**src/rtl/mcst_pkg.sv**
```systemverilog
// Shared types, codes and constants of the multi-channel soft timer.
package mcst_pkg;

  localparam int unsigned CFG_W    = 16;
  localparam int unsigned PERIOD_W = 16;
  localparam int unsigned MODE_W   = 2;
  localparam int unsigned CHAN_W   = 2;
  localparam int unsigned EVENT_W  = 3;

  // Input item modes
  localparam logic [MODE_W-1:0] MODE_TICK  = 2'd0;
  localparam logic [MODE_W-1:0] MODE_START = 2'd1;
  localparam logic [MODE_W-1:0] MODE_STOP  = 2'd2;

  // Configuration register indexes
  localparam logic CFG_MAX_PERIOD   = 1'b0;
  localparam logic CFG_TICKS_PER_MS = 1'b1;

  localparam logic [CFG_W-1:0] MAX_PERIOD_RST   = 16'd7500;
  localparam logic [CFG_W-1:0] TICKS_PER_MS_RST = 16'd7812;

  // ticks = (ms * ticks_per_ms_milli + 500) / 1000, the divide done as
  // a shift by three and a reciprocal multiply for the remaining 125
  localparam int unsigned PROD_W      = 32;
  localparam logic [PROD_W-1:0] ROUND_HALF = 32'd500;
  localparam int unsigned DIV_PRE     = 3;
  localparam int unsigned DIV_IN_W    = PROD_W - DIV_PRE;
  localparam int unsigned RECIP_W     = 30;
  localparam int unsigned RECIP_SHIFT = 36;
  localparam int unsigned QUOT_W      = 23;
  localparam logic [RECIP_W-1:0] RECIP_125 = 30'd549755814;

  // At most this many expiry results are reported for one tick
  localparam int unsigned MAX_REPORTS = 4;
  localparam int unsigned REP_CNT_W   = 2;

  typedef enum logic [EVENT_W-1:0] {
    EV_STARTED  = 3'd0,
    EV_TOO_LONG = 3'd1,
    EV_NO_FREE  = 3'd2,
    EV_EXPIRED  = 3'd3,
    EV_STOPPED  = 3'd4
  } event_e;

  typedef struct packed {
    logic [MODE_W-1:0] mode;
    logic              too_long;
    logic              rep;
    logic [CHAN_W-1:0] chan;
    logic [PROD_W-1:0] prod;
  } req_t;

  typedef struct packed {
    logic              load;
    logic              single;
    event_e            ev;
    logic [CHAN_W-1:0] chan;
  } res_load_t;

endpackage

```
**src/rtl/mcst_front.sv**
```systemverilog
// Input register: captures an item, checks the period limit and forms the rounded product.
module mcst_front import mcst_pkg::*; (
  input  logic                clk_i,
  input  logic                rst_ni,
  input  logic                in_valid_i,
  output logic                in_stall_o,
  input  logic [MODE_W-1:0]   mode_i,
  input  logic [PERIOD_W-1:0] period_ms_i,
  input  logic                repeat_req_i,
  input  logic [CHAN_W-1:0]   channel_i,
  input  logic [CFG_W-1:0]    max_period_ms_i,
  input  logic [CFG_W-1:0]    ticks_per_ms_i,
  input  logic                take_i,
  output logic                req_valid_o,
  output req_t                req_o
);

  logic              req_valid_q;
  req_t              req_q;
  req_t              req_d;
  logic              accept;
  logic [PROD_W-1:0] prod;

  assign in_stall_o = req_valid_q & ~take_i;
  assign accept     = in_valid_i & ~in_stall_o;

  assign prod = PROD_W'(period_ms_i) * PROD_W'(ticks_per_ms_i);

  always_comb begin
    req_d.mode     = mode_i;
    req_d.too_long = (period_ms_i >= max_period_ms_i);
    req_d.rep      = repeat_req_i;
    req_d.chan     = channel_i;
    req_d.prod     = prod + ROUND_HALF;
  end

  always_ff @(posedge clk_i or negedge rst_ni) begin
    if (!rst_ni) begin
      req_valid_q <= 1'b0;
    end else if (accept) begin
      req_valid_q <= 1'b1;
    end else if (take_i) begin
      req_valid_q <= 1'b0;
    end
  end

  always_ff @(posedge clk_i) begin
    if (accept) begin
      req_q <= req_d;
    end
  end

  assign req_valid_o = req_valid_q;
  assign req_o       = req_q;

endmodule

```
**src/rtl/mcst_core.sv**
```systemverilog
// Tick counter and compare channels: executes one item per cycle while results can be handed on.
module mcst_core import mcst_pkg::*; #(
  parameter int unsigned NUM_CHANNELS = 4,
  parameter int unsigned COUNT_WIDTH  = 16
) (
  input  logic                    clk_i,
  input  logic                    rst_ni,
  input  logic                    req_valid_i,
  input  req_t                    req_i,
  input  logic                    res_free_i,
  output logic                    take_o,
  output res_load_t               res_ld_o,
  output logic [NUM_CHANNELS-1:0] exp_mask_o
);

  localparam int unsigned CIDX_W = (NUM_CHANNELS > 1) ? $clog2(NUM_CHANNELS) : 1;
  localparam int unsigned MUL_W  = DIV_IN_W + RECIP_W;
  localparam int unsigned EXT_W  = QUOT_W + COUNT_WIDTH;

  logic [COUNT_WIDTH-1:0] cnt_q, cnt_d, cnt_inc;
  logic [NUM_CHANNELS-1:0] active_q, active_d;
  logic [NUM_CHANNELS-1:0] periodic_q, periodic_d;
  logic [COUNT_WIDTH-1:0] period_ticks_q [NUM_CHANNELS];
  logic [COUNT_WIDTH-1:0] period_ticks_d [NUM_CHANNELS];
  logic [COUNT_WIDTH-1:0] compare_q [NUM_CHANNELS];
  logic [COUNT_WIDTH-1:0] compare_d [NUM_CHANNELS];

  logic [MUL_W-1:0]       recip_prod;
  logic [QUOT_W-1:0]      quot;
  logic [EXT_W-1:0]       quot_ext;
  logic [COUNT_WIDTH-1:0] ticks;
  logic                   found;
  logic [CIDX_W-1:0]      free_idx;
  logic                   stop_ok;
  res_load_t              res_ld;
  logic [NUM_CHANNELS-1:0] exp_mask;

  assign take_o = req_valid_i & res_free_i;

  // divide by 1000: shift out the factor eight, multiply by the reciprocal of 125
  assign recip_prod = {RECIP_W'(0), req_i.prod[PROD_W-1:DIV_PRE]} *
                      {DIV_IN_W'(0), RECIP_125};
  assign quot     = recip_prod[RECIP_SHIFT +: QUOT_W];
  assign quot_ext = {COUNT_WIDTH'(0), quot};
  // saturate a tick count beyond the counter range
  assign ticks    = (|(quot_ext >> COUNT_WIDTH)) ? '1 : quot_ext[COUNT_WIDTH-1:0];

  assign cnt_inc = cnt_q + COUNT_WIDTH'(1);
  assign stop_ok = (int'(req_i.chan) < NUM_CHANNELS);

  always_comb begin
    found    = 1'b0;
    free_idx = '0;
    for (int i = NUM_CHANNELS - 1; i >= 0; i--) begin
      if (!active_q[i]) begin
        found    = 1'b1;
        free_idx = CIDX_W'(i);
      end
    end
  end

  always_comb begin
    cnt_d          = cnt_q;
    active_d       = active_q;
    periodic_d     = periodic_q;
    period_ticks_d = period_ticks_q;
    compare_d      = compare_q;
    exp_mask       = '0;
    res_ld.load    = 1'b0;
    res_ld.single  = 1'b1;
    res_ld.ev      = EV_STOPPED;
    res_ld.chan    = '0;
    case (req_i.mode)
      MODE_TICK: begin
        cnt_d = cnt_inc;
        for (int i = 0; i < NUM_CHANNELS; i++) begin
          if (active_q[i] && compare_q[i] == cnt_inc) begin
            exp_mask[i] = 1'b1;
            if (periodic_q[i]) begin
              compare_d[i] = cnt_inc + period_ticks_q[i];
            end else begin
              active_d[i] = 1'b0;
            end
          end
        end
        res_ld.load   = |exp_mask;
        res_ld.single = 1'b0;
        res_ld.ev     = EV_EXPIRED;
      end
      MODE_START: begin
        res_ld.load = 1'b1;
        if (req_i.too_long) begin
          res_ld.ev = EV_TOO_LONG;
        end else if (!found) begin
          res_ld.ev = EV_NO_FREE;
        end else begin
          active_d[free_idx]       = 1'b1;
          periodic_d[free_idx]     = req_i.rep;
          period_ticks_d[free_idx] = ticks;
          compare_d[free_idx]      = cnt_q + ticks;
          res_ld.ev                = EV_STARTED;
          res_ld.chan              = CHAN_W'(free_idx);
        end
      end
      MODE_STOP: begin
        res_ld.load = 1'b1;
        res_ld.ev   = EV_STOPPED;
        res_ld.chan = req_i.chan;
        for (int i = 0; i < NUM_CHANNELS; i++) begin
          if (stop_ok && int'(req_i.chan) == i) begin
            active_d[i] = 1'b0;
          end
        end
      end
      default: begin
        // unused mode: drop the item
      end
    endcase
  end

  always_ff @(posedge clk_i or negedge rst_ni) begin
    if (!rst_ni) begin
      cnt_q      <= '0;
      active_q   <= '0;
      periodic_q <= '0;
    end else if (take_o) begin
      cnt_q      <= cnt_d;
      active_q   <= active_d;
      periodic_q <= periodic_d;
    end
  end

  always_ff @(posedge clk_i) begin
    if (take_o) begin
      period_ticks_q <= period_ticks_d;
      compare_q      <= compare_d;
    end
  end

  always_comb begin
    res_ld_o      = res_ld;
    res_ld_o.load = res_ld.load & take_o;
  end

  assign exp_mask_o = exp_mask;

  a_tick_advances: assert property (@(posedge clk_i) disable iff (!rst_ni)
    take_o && req_i.mode == MODE_TICK |=> cnt_q == $past(cnt_q) + COUNT_WIDTH'(1))
    else $error("tick did not advance the counter by one");

  a_expiry_needs_active: assert property (@(posedge clk_i) disable iff (!rst_ni)
    (exp_mask & ~active_q) == '0)
    else $error("expiry reported on a free channel");

endmodule

```
**src/rtl/mcst_resq.sv**
```systemverilog
// Result register: holds one result or a burst of expiries and drains them in order.
module mcst_resq import mcst_pkg::*; #(
  parameter int unsigned NUM_CHANNELS = 4
) (
  input  logic                    clk_i,
  input  logic                    rst_ni,
  input  res_load_t               res_ld_i,
  input  logic [NUM_CHANNELS-1:0] exp_mask_i,
  output logic                    res_free_o,
  output logic                    out_valid_o,
  input  logic                    out_stall_i,
  output logic [EVENT_W-1:0]      event_res_o,
  output logic [CHAN_W-1:0]       channel_id_o,
  output logic                    last_o
);

  logic                    busy_q;
  logic [REP_CNT_W-1:0]    cnt_q;
  logic                    single_q;
  event_e                  ev_q;
  logic [CHAN_W-1:0]       chan_q;
  logic [NUM_CHANNELS-1:0] mask_q;

  logic [NUM_CHANNELS-1:0] low_bit;
  logic [NUM_CHANNELS-1:0] rest;
  logic [CHAN_W-1:0]       low_ch;
  logic                    last;
  logic                    xfer;

  assign low_bit = mask_q & (~mask_q + NUM_CHANNELS'(1));
  assign rest    = mask_q & ~low_bit;

  always_comb begin
    low_ch = '0;
    for (int i = NUM_CHANNELS - 1; i >= 0; i--) begin
      if (mask_q[i]) begin
        low_ch = CHAN_W'(i);
      end
    end
  end

  // a burst ends when no expiry is left or the report cap is reached
  assign last = single_q | (rest == '0) | (cnt_q == REP_CNT_W'(MAX_REPORTS - 1));
  assign xfer = busy_q & ~out_stall_i;
  assign res_free_o = ~busy_q | (xfer & last);

  always_ff @(posedge clk_i or negedge rst_ni) begin
    if (!rst_ni) begin
      busy_q <= 1'b0;
      cnt_q  <= '0;
    end else if (res_ld_i.load) begin
      busy_q <= 1'b1;
      cnt_q  <= '0;
    end else if (xfer) begin
      if (last) begin
        busy_q <= 1'b0;
      end else begin
        cnt_q <= cnt_q + REP_CNT_W'(1);
      end
    end
  end

  always_ff @(posedge clk_i) begin
    if (res_ld_i.load) begin
      single_q <= res_ld_i.single;
      ev_q     <= res_ld_i.ev;
      chan_q   <= res_ld_i.chan;
      mask_q   <= exp_mask_i;
    end else if (xfer && !last) begin
      mask_q <= rest;
    end
  end

  assign out_valid_o  = busy_q;
  assign event_res_o  = single_q ? ev_q : EV_EXPIRED;
  assign channel_id_o = single_q ? chan_q : low_ch;
  assign last_o       = last;

  a_load_when_free: assert property (@(posedge clk_i) disable iff (!rst_ni)
    res_ld_i.load |-> res_free_o)
    else $error("result loaded over a pending result");

  a_burst_has_bits: assert property (@(posedge clk_i) disable iff (!rst_ni)
    busy_q && !single_q |-> mask_q != '0)
    else $error("expiry burst pending with no channel left");

  a_burst_steps: assert property (@(posedge clk_i) disable iff (!rst_ni)
    xfer && !last && !res_ld_i.load |=> busy_q && cnt_q == $past(cnt_q) + REP_CNT_W'(1))
    else $error("expiry burst did not advance");

endmodule

```
**src/rtl/multi_channel_soft_timer.sv**
```systemverilog
// Multi-channel soft timer: configuration registers and the input, channel and result stages.
//
// Usage: items enter on the input channel (in_valid_i / in_stall_o) with a mode: tick,
// start or stop. Results leave on the output channel (out_valid_o / out_stall_i); last_o
// marks the final result of an item. A start reports started, period too long or no
// free channel; a stop reports stopped; a tick reports each expiring channel, lowest
// first, at most four, and an item with no result (quiet tick, unused mode) is dropped.
// An accepted item is held in the input register and its results in the result register.
// Throughput: one item per cycle while each item yields at most one result and the
// receiver takes it; a tick that yields more than one expiry holds the next item in the input
// register while the single result register drains them, one per cycle unless stalled.
// The period conversion uses one multiplier in the input stage and one in the channel
// stage. When the receiver stalls, the result register holds its payload and the input
// register fills, then in_stall_o rises. Reset clears the counter, frees all channels
// and loads the configuration defaults (7500 ms limit, 7.812 ticks per ms); there is
// no clearing pass. Write configuration only while the block is idle.
module multi_channel_soft_timer import mcst_pkg::*; #(
  parameter int unsigned NUM_CHANNELS = 4,
  parameter int unsigned COUNT_WIDTH  = 16
) (
  input  logic                clk_i,
  input  logic                rst_ni,
  input  logic                cfg_we_i,
  input  logic                cfg_idx_i,
  input  logic [CFG_W-1:0]    cfg_data_i,
  input  logic                in_valid_i,
  output logic                in_stall_o,
  input  logic [MODE_W-1:0]   mode_i,
  input  logic [PERIOD_W-1:0] period_ms_i,
  input  logic                repeat_req_i,
  input  logic [CHAN_W-1:0]   channel_i,
  output logic                out_valid_o,
  input  logic                out_stall_i,
  output logic [EVENT_W-1:0]  event_res_o,
  output logic [CHAN_W-1:0]   channel_id_o,
  output logic                last_o
);

  logic [CFG_W-1:0]        max_period_q;
  logic [CFG_W-1:0]        ticks_per_ms_q;
  logic                    take;
  logic                    req_valid;
  req_t                    req;
  logic                    res_free;
  res_load_t               res_ld;
  logic [NUM_CHANNELS-1:0] exp_mask;

  always_ff @(posedge clk_i or negedge rst_ni) begin
    if (!rst_ni) begin
      max_period_q   <= MAX_PERIOD_RST;
      ticks_per_ms_q <= TICKS_PER_MS_RST;
    end else if (cfg_we_i) begin
      case (cfg_idx_i)
        CFG_MAX_PERIOD:   max_period_q   <= cfg_data_i;
        CFG_TICKS_PER_MS: ticks_per_ms_q <= cfg_data_i;
        default: begin
        end
      endcase
    end
  end

  mcst_front u_front (
    .clk_i           (clk_i),
    .rst_ni          (rst_ni),
    .in_valid_i      (in_valid_i),
    .in_stall_o      (in_stall_o),
    .mode_i          (mode_i),
    .period_ms_i     (period_ms_i),
    .repeat_req_i    (repeat_req_i),
    .channel_i       (channel_i),
    .max_period_ms_i (max_period_q),
    .ticks_per_ms_i  (ticks_per_ms_q),
    .take_i          (take),
    .req_valid_o     (req_valid),
    .req_o           (req)
  );

  mcst_core #(
    .NUM_CHANNELS (NUM_CHANNELS),
    .COUNT_WIDTH  (COUNT_WIDTH)
  ) u_core (
    .clk_i       (clk_i),
    .rst_ni      (rst_ni),
    .req_valid_i (req_valid),
    .req_i       (req),
    .res_free_i  (res_free),
    .take_o      (take),
    .res_ld_o    (res_ld),
    .exp_mask_o  (exp_mask)
  );

  mcst_resq #(
    .NUM_CHANNELS (NUM_CHANNELS)
  ) u_resq (
    .clk_i        (clk_i),
    .rst_ni       (rst_ni),
    .res_ld_i     (res_ld),
    .exp_mask_i   (exp_mask),
    .res_free_o   (res_free),
    .out_valid_o  (out_valid_o),
    .out_stall_i  (out_stall_i),
    .event_res_o  (event_res_o),
    .channel_id_o (channel_id_o),
    .last_o       (last_o)
  );

endmodule
```
**config.mk**
```make
export PLATFORM = sky130hd
export DESIGN_NAME = multi_channel_soft_timer
export DESIGN_NICKNAME = d
export VERILOG_FILES = /design/src/rtl/mcst_pkg.sv /design/src/rtl/mcst_front.sv /design/src/rtl/mcst_core.sv /design/src/rtl/mcst_resq.sv /design/src/rtl/multi_channel_soft_timer.sv
export SDC_FILE = /design/constraint.sdc
export NUM_CORES = 2
export LEC_CHECK = 0
export BUFFER_PORTS_ARGS = -buffer_cell sky130_fd_sc_hd__buf_4
export CAP_MARGIN = 20
export CORE_ASPECT_RATIO = 0.75
export CORE_UTILIZATION = 55
export DETAILED_ROUTE_END_ITERATION = 8
export PLACE_DENSITY = 0.82
export SKIP_CTS_REPAIR_TIMING = 1
export SYNTH_ARGS = -nofsm -noshare
export SYNTH_HDL_FRONTEND = slang
export SYNTH_SLANG_ARGS = --single-unit
export TNS_END_PERCENT = 30
```
**constraint.sdc**
```tcl
create_clock -name clk_i -period 27.2 [get_ports clk_i]
set_clock_uncertainty 0.2 [all_clocks]
set_input_delay 6.8 -clock clk_i [delete_from_list [all_inputs] [get_ports clk_i]]
set_output_delay 6.8 -clock clk_i [all_outputs]
set_load 0.02 [all_outputs]
```
Word level (Yosys, flattened, before mapping)
Index checks and enable logic that the tools add are counted.
- flip-flop bits (word level): 236
- bits of input ports: 43
- output and inout bits: 8
- logic and storage cells: 203
- add/subtract/negate cells: 9
- multipliers: 2
- order comparisons: 5
- equal/unequal tests: 29
- multiplexer cells: 75
- bitwise gates (word level): 21
- reductions and logical operators: 34
- operators with widths (kind ; count):
    16-bit two-way mux ; 10
    64-bit bitwise mux ; 2
    64-bit two-way mux ; 2
    64-bit one-hot mux with 2 select lines ; 1
    16-bit adder ; 5
    16-bit == test ; 4
    29-bit by 29-bit multiplier with 58-bit output, second input constant ; 1
    32-bit by 9-bit adder with 32-bit output, second input constant ; 1
    16-bit demux with 2-bit select ; 1
    16-bit by 16-bit multiplier with 32-bit output ; 1
    1-bit two-way mux ; 31
    2-bit two-way mux ; 15
    7-bit AND reduction ; 4
    2-bit by 1-bit != test with 1-bit output, second input constant ; 13
    6-bit AND reduction ; 4
    4-bit two-way mux ; 5
    16-bit by 1-bit adder with 16-bit output, second input constant ; 1
    16-bit >= comparator ; 1
    2-bit != test, second input constant ; 6
    4-bit one-hot mux with 3 select lines ; 1
    2-bit AND reduction ; 5
    2-bit nonzero test ; 5
    4-bit AND ; 2
    2-bit == test, second input constant ; 4
    other kinds (28) ; 50

Depth between registers and ports, before layout
- depth after elaboration: 16
- depth in mapped cells: 40
- gate-level depth less buffers: 39

Hierarchy
A second synthesis with hierarchy kept.
- cell total of the unflattened synthesis: 3542
- area total of the unflattened synthesis: 35505.3 um^2
- by module, submodules not included (module ; times used ; cells each ; area an instance (um^2) ; sequential area each (um^2)):
    mcst_core ; 1 ; 2309 ; 23212.3 ; 4444.3
    mcst_front ; 1 ; 1114 ; 10393.7 ; 1166.1
    multi_channel_soft_timer ; 1 ; 69 ; 1268.7 ; 817.0
    mcst_resq ; 1 ; 50 ; 630.6 ; 375.4

Worst setup path before layout
Ideal clock, no wire load.
- path kind: in2out
- start: input port out_stall_i
- end: output port in_stall_o
- data arrival time: 7.301 ns
- required time: 20.200 ns
- path slack: 12.899 ns
- stages on the path: 4
- path buffers: 0
- cells stage by stage: o21ai_0 -> inv_1 -> nand2_1 -> inv_1
- cells in the longest elaborated chain, start to end: 7
- RTL lines (what ; RTL line ; RTL):
    start, declared ; multi_channel_soft_timer.sv:33 ; input logic out_stall_i,
    1-bit inverter ; mcst_resq.sv:44 ; assign xfer = busy_q & ~out_stall_i;
    1-bit AND ; mcst_resq.sv:44 ;
    1-bit AND ; mcst_resq.sv:45 ; assign res_free_o = ~busy_q | (xfer & last);
    1-bit OR ; mcst_resq.sv:45 ;
    1-bit AND ; mcst_core.sv:38 ; assign take_o = req_valid_i & res_free_i;
    1-bit inverter ; mcst_front.sv:24 ; assign in_stall_o = req_valid_q & ~take_i;
    1-bit AND ; mcst_front.sv:24 ;
    end, declared ; multi_channel_soft_timer.sv:27 ; output logic in_stall_o,
No other way between the ends.

Worst setup path in the final report
Ends and elaborated chain as after synthesis.

==> results.cfg <==
[sta]
clock.fmax_mhz = 68.5
finalHoldViolations = 0
rsz0062_at_grt = no
worst_pin_slew_ps = 1130
max_slew_margin = 0.248
setup_ws_ps = 12610
setup-violations-final = 0
fin_tns_setup_ps = 0
min_period_ps = 14590
drv_slew = 0
period_share = 0.536

[detailed_routing]
routedWlPerCell_um = 19.6
drt_iter0_markers = 2604
drtPass1Iterations = 6
route.antenna.remaining_nets = 0
wl_um = 87000
vias_per_cell = 5.75
drc = 0
vias = 25556

[finish]
area_growth_pct = 5.87
postLayoutCellArea_mm2 = 0.0373
nets = 4654
final_cell_mix = 798 x inv_1, 564 x ha_1, 470 x fa_1
layout-drive-gt1-share = 0.0456
final_common_cell = inv_1
diodes = 0
instances_no_fill = 4444

[floorplanning]
dieArea_mm2 = 0.0651
placeableCoreArea_mm2 = 0.0627
initial_utilization = 0.562
ios = 51
fp.dieW_um = 294
die_h_um = 221
rows = 79

[place]
post_dp_cell_area_mm2 = 0.0365
dp.cells = 4398
post-place-ws_ps = 12610
hpwl_um = 70900
gp_congestion = 0.972
portBuffers = 50

[clock_tree]
cts_tree = built
root_buffer = clkbuf_16
clk-insertion-delay-late_ps = 560
htreeDepth = 1
cts_made_buffers = 25
path_clk_slew_ps = 60
cts_buffer_depth = 3
cts_sinks = 233

[global_routing]
antenna_found_initial = 0
grt_use_total = 0.276
grt_pass1_wl_um = 142000
grt_max_degree = 69
grt_overflow = 0
grt_pass1_vias = 26437

[setup_path]
setup.worst_path.start = out_stall_i
r2r-start = u_front.req_o[20]
end_kind = primary output
worstPathRequired_ps = 20200
start_kind = input pin
crit_arrival_ps = 7590
path_class = input pin to primary output
cp_max_fo = 3

[min_path]
hold_start = max_period_q[11]
hold_path.class = register to register

[run_status]
outcome = completed

[logic_synthesis]
syn_nets = 4636
yosysTopAreaCell = fa_1
synth_edf_count = 173
synth_top_area_frac = 0.267
avgSynthCellArea_um2 = 9.90
syn_inst = 3558
seq_area_frac_synth = 0.191
netlist_area_mm2 = 0.0352
yosys_warnings = 0
ys_ff_latch = 233
synth_flop_cell = edfxtp_1
synthArstFlopShare = 0.258
synth_cell_types = 81
synthTopCellsByArea = fa_1 27%, ha_1 20%, edfxtp_1 15%

[flow_run]
cap_violations = 0
Yosys cell counts, drive strengths merged (47+ instances only):
| cell | instances |
|---|---|
| inv | 799 |
| ha | 565 |
| fa | 470 |
| nand2 | 304 |
| edfxtp | 173 |
| a21oi | 112 |
| xnor2 | 106 |
| and2 | 100 |
| nor2 | 98 |
| xor2 | 84 |
| o21ai | 82 |
| clkbuf | 67 |
| a21o | 54 |
| o22ai | 53 |
| dfrtp | 47 |
registers in the layout (all words and copies together) (netlist names):
signal and cells:
max_period_q 16, ticks_per_ms_q 16, u_core.active_q 4, u_core.cnt_q 16
u_core.compare_q 64, u_core.period_ticks_q 64, u_core.periodic_q 4, u_front.req_o 35
u_front.req_valid_o 1, u_resq.chan_q 2, u_resq.cnt_q 2, u_resq.ev_q 3
u_resq.mask_q 4, u_resq.out_valid_o 1, u_resq.single_q 1
area by class of cell:
cell class	instances	area [µm²]
Sequential cell	233	6710
Multi-Input combinational cell	2451	25300
Timing Repair Buffer	65	485
Clock inverter	14	129
Inverter	800	3000
Tap cell	850	1060
Fill cell	5097	25400
Clock buffer	31	648
path summary, 6_finish.rpt:
kind	end	slack [ps]	depth (start not counted)
max	in_stall_o	12610	6
min	max_period_q[11]	310	2
max reg2reg	u_core.compare_q[29]	15210	35
min reg2reg	max_period_q[11]	310	2
max in group asynchronous	ticks_per_ms_q[8]	20130	1
min in group asynchronous	u_core.cnt_q[12]	6110	1
stage by stage:
step / hold WS [ps] / util
2_1_floorplan: 278 / -
3_3_place_gp: 295 / 0.583
3_5_place_dp: 299 / 0.583
4_1_cts: 311 / 0.595
5_1_grt: 319 / 0.595
6_report: 311 / 0.595
worst max-delay path, stage by stage:
cell     delay, ps
buf_4          110
o21ai_0        280
inv_1           90
nand2_1        110
inv_1           50
buf_4          150
logic make-up after synthesis:
group | synth area share
adder cells (fa/ha/maj) | 0.468
buffers and inverters | 0.0933
AND/OR/NAND/NOR | 0.102
AO/OA/AOI/OAI | 0.0842
flip-flops | 0.191
XOR/XNOR | 0.0542
multiplexers | 0.00820
per-layer routing:
| metal | track usage | wire length (µm) | up-vias |
|---|---|---|---|
| met4 | 0.0465 | 1480 | 0 |
| met2 | 0.401 | 36300 | 1290 |
| li1 | - | - | 11638 |
| met3 | 0.0671 | 10200 | 139 |
| met1 | 0.421 | 39000 | 12489 |
| met5 | 0 | 0 | - |
Power is not shown: default switching activity piles up to over one toggle a cycle in this logic, so the estimate is an artifact.
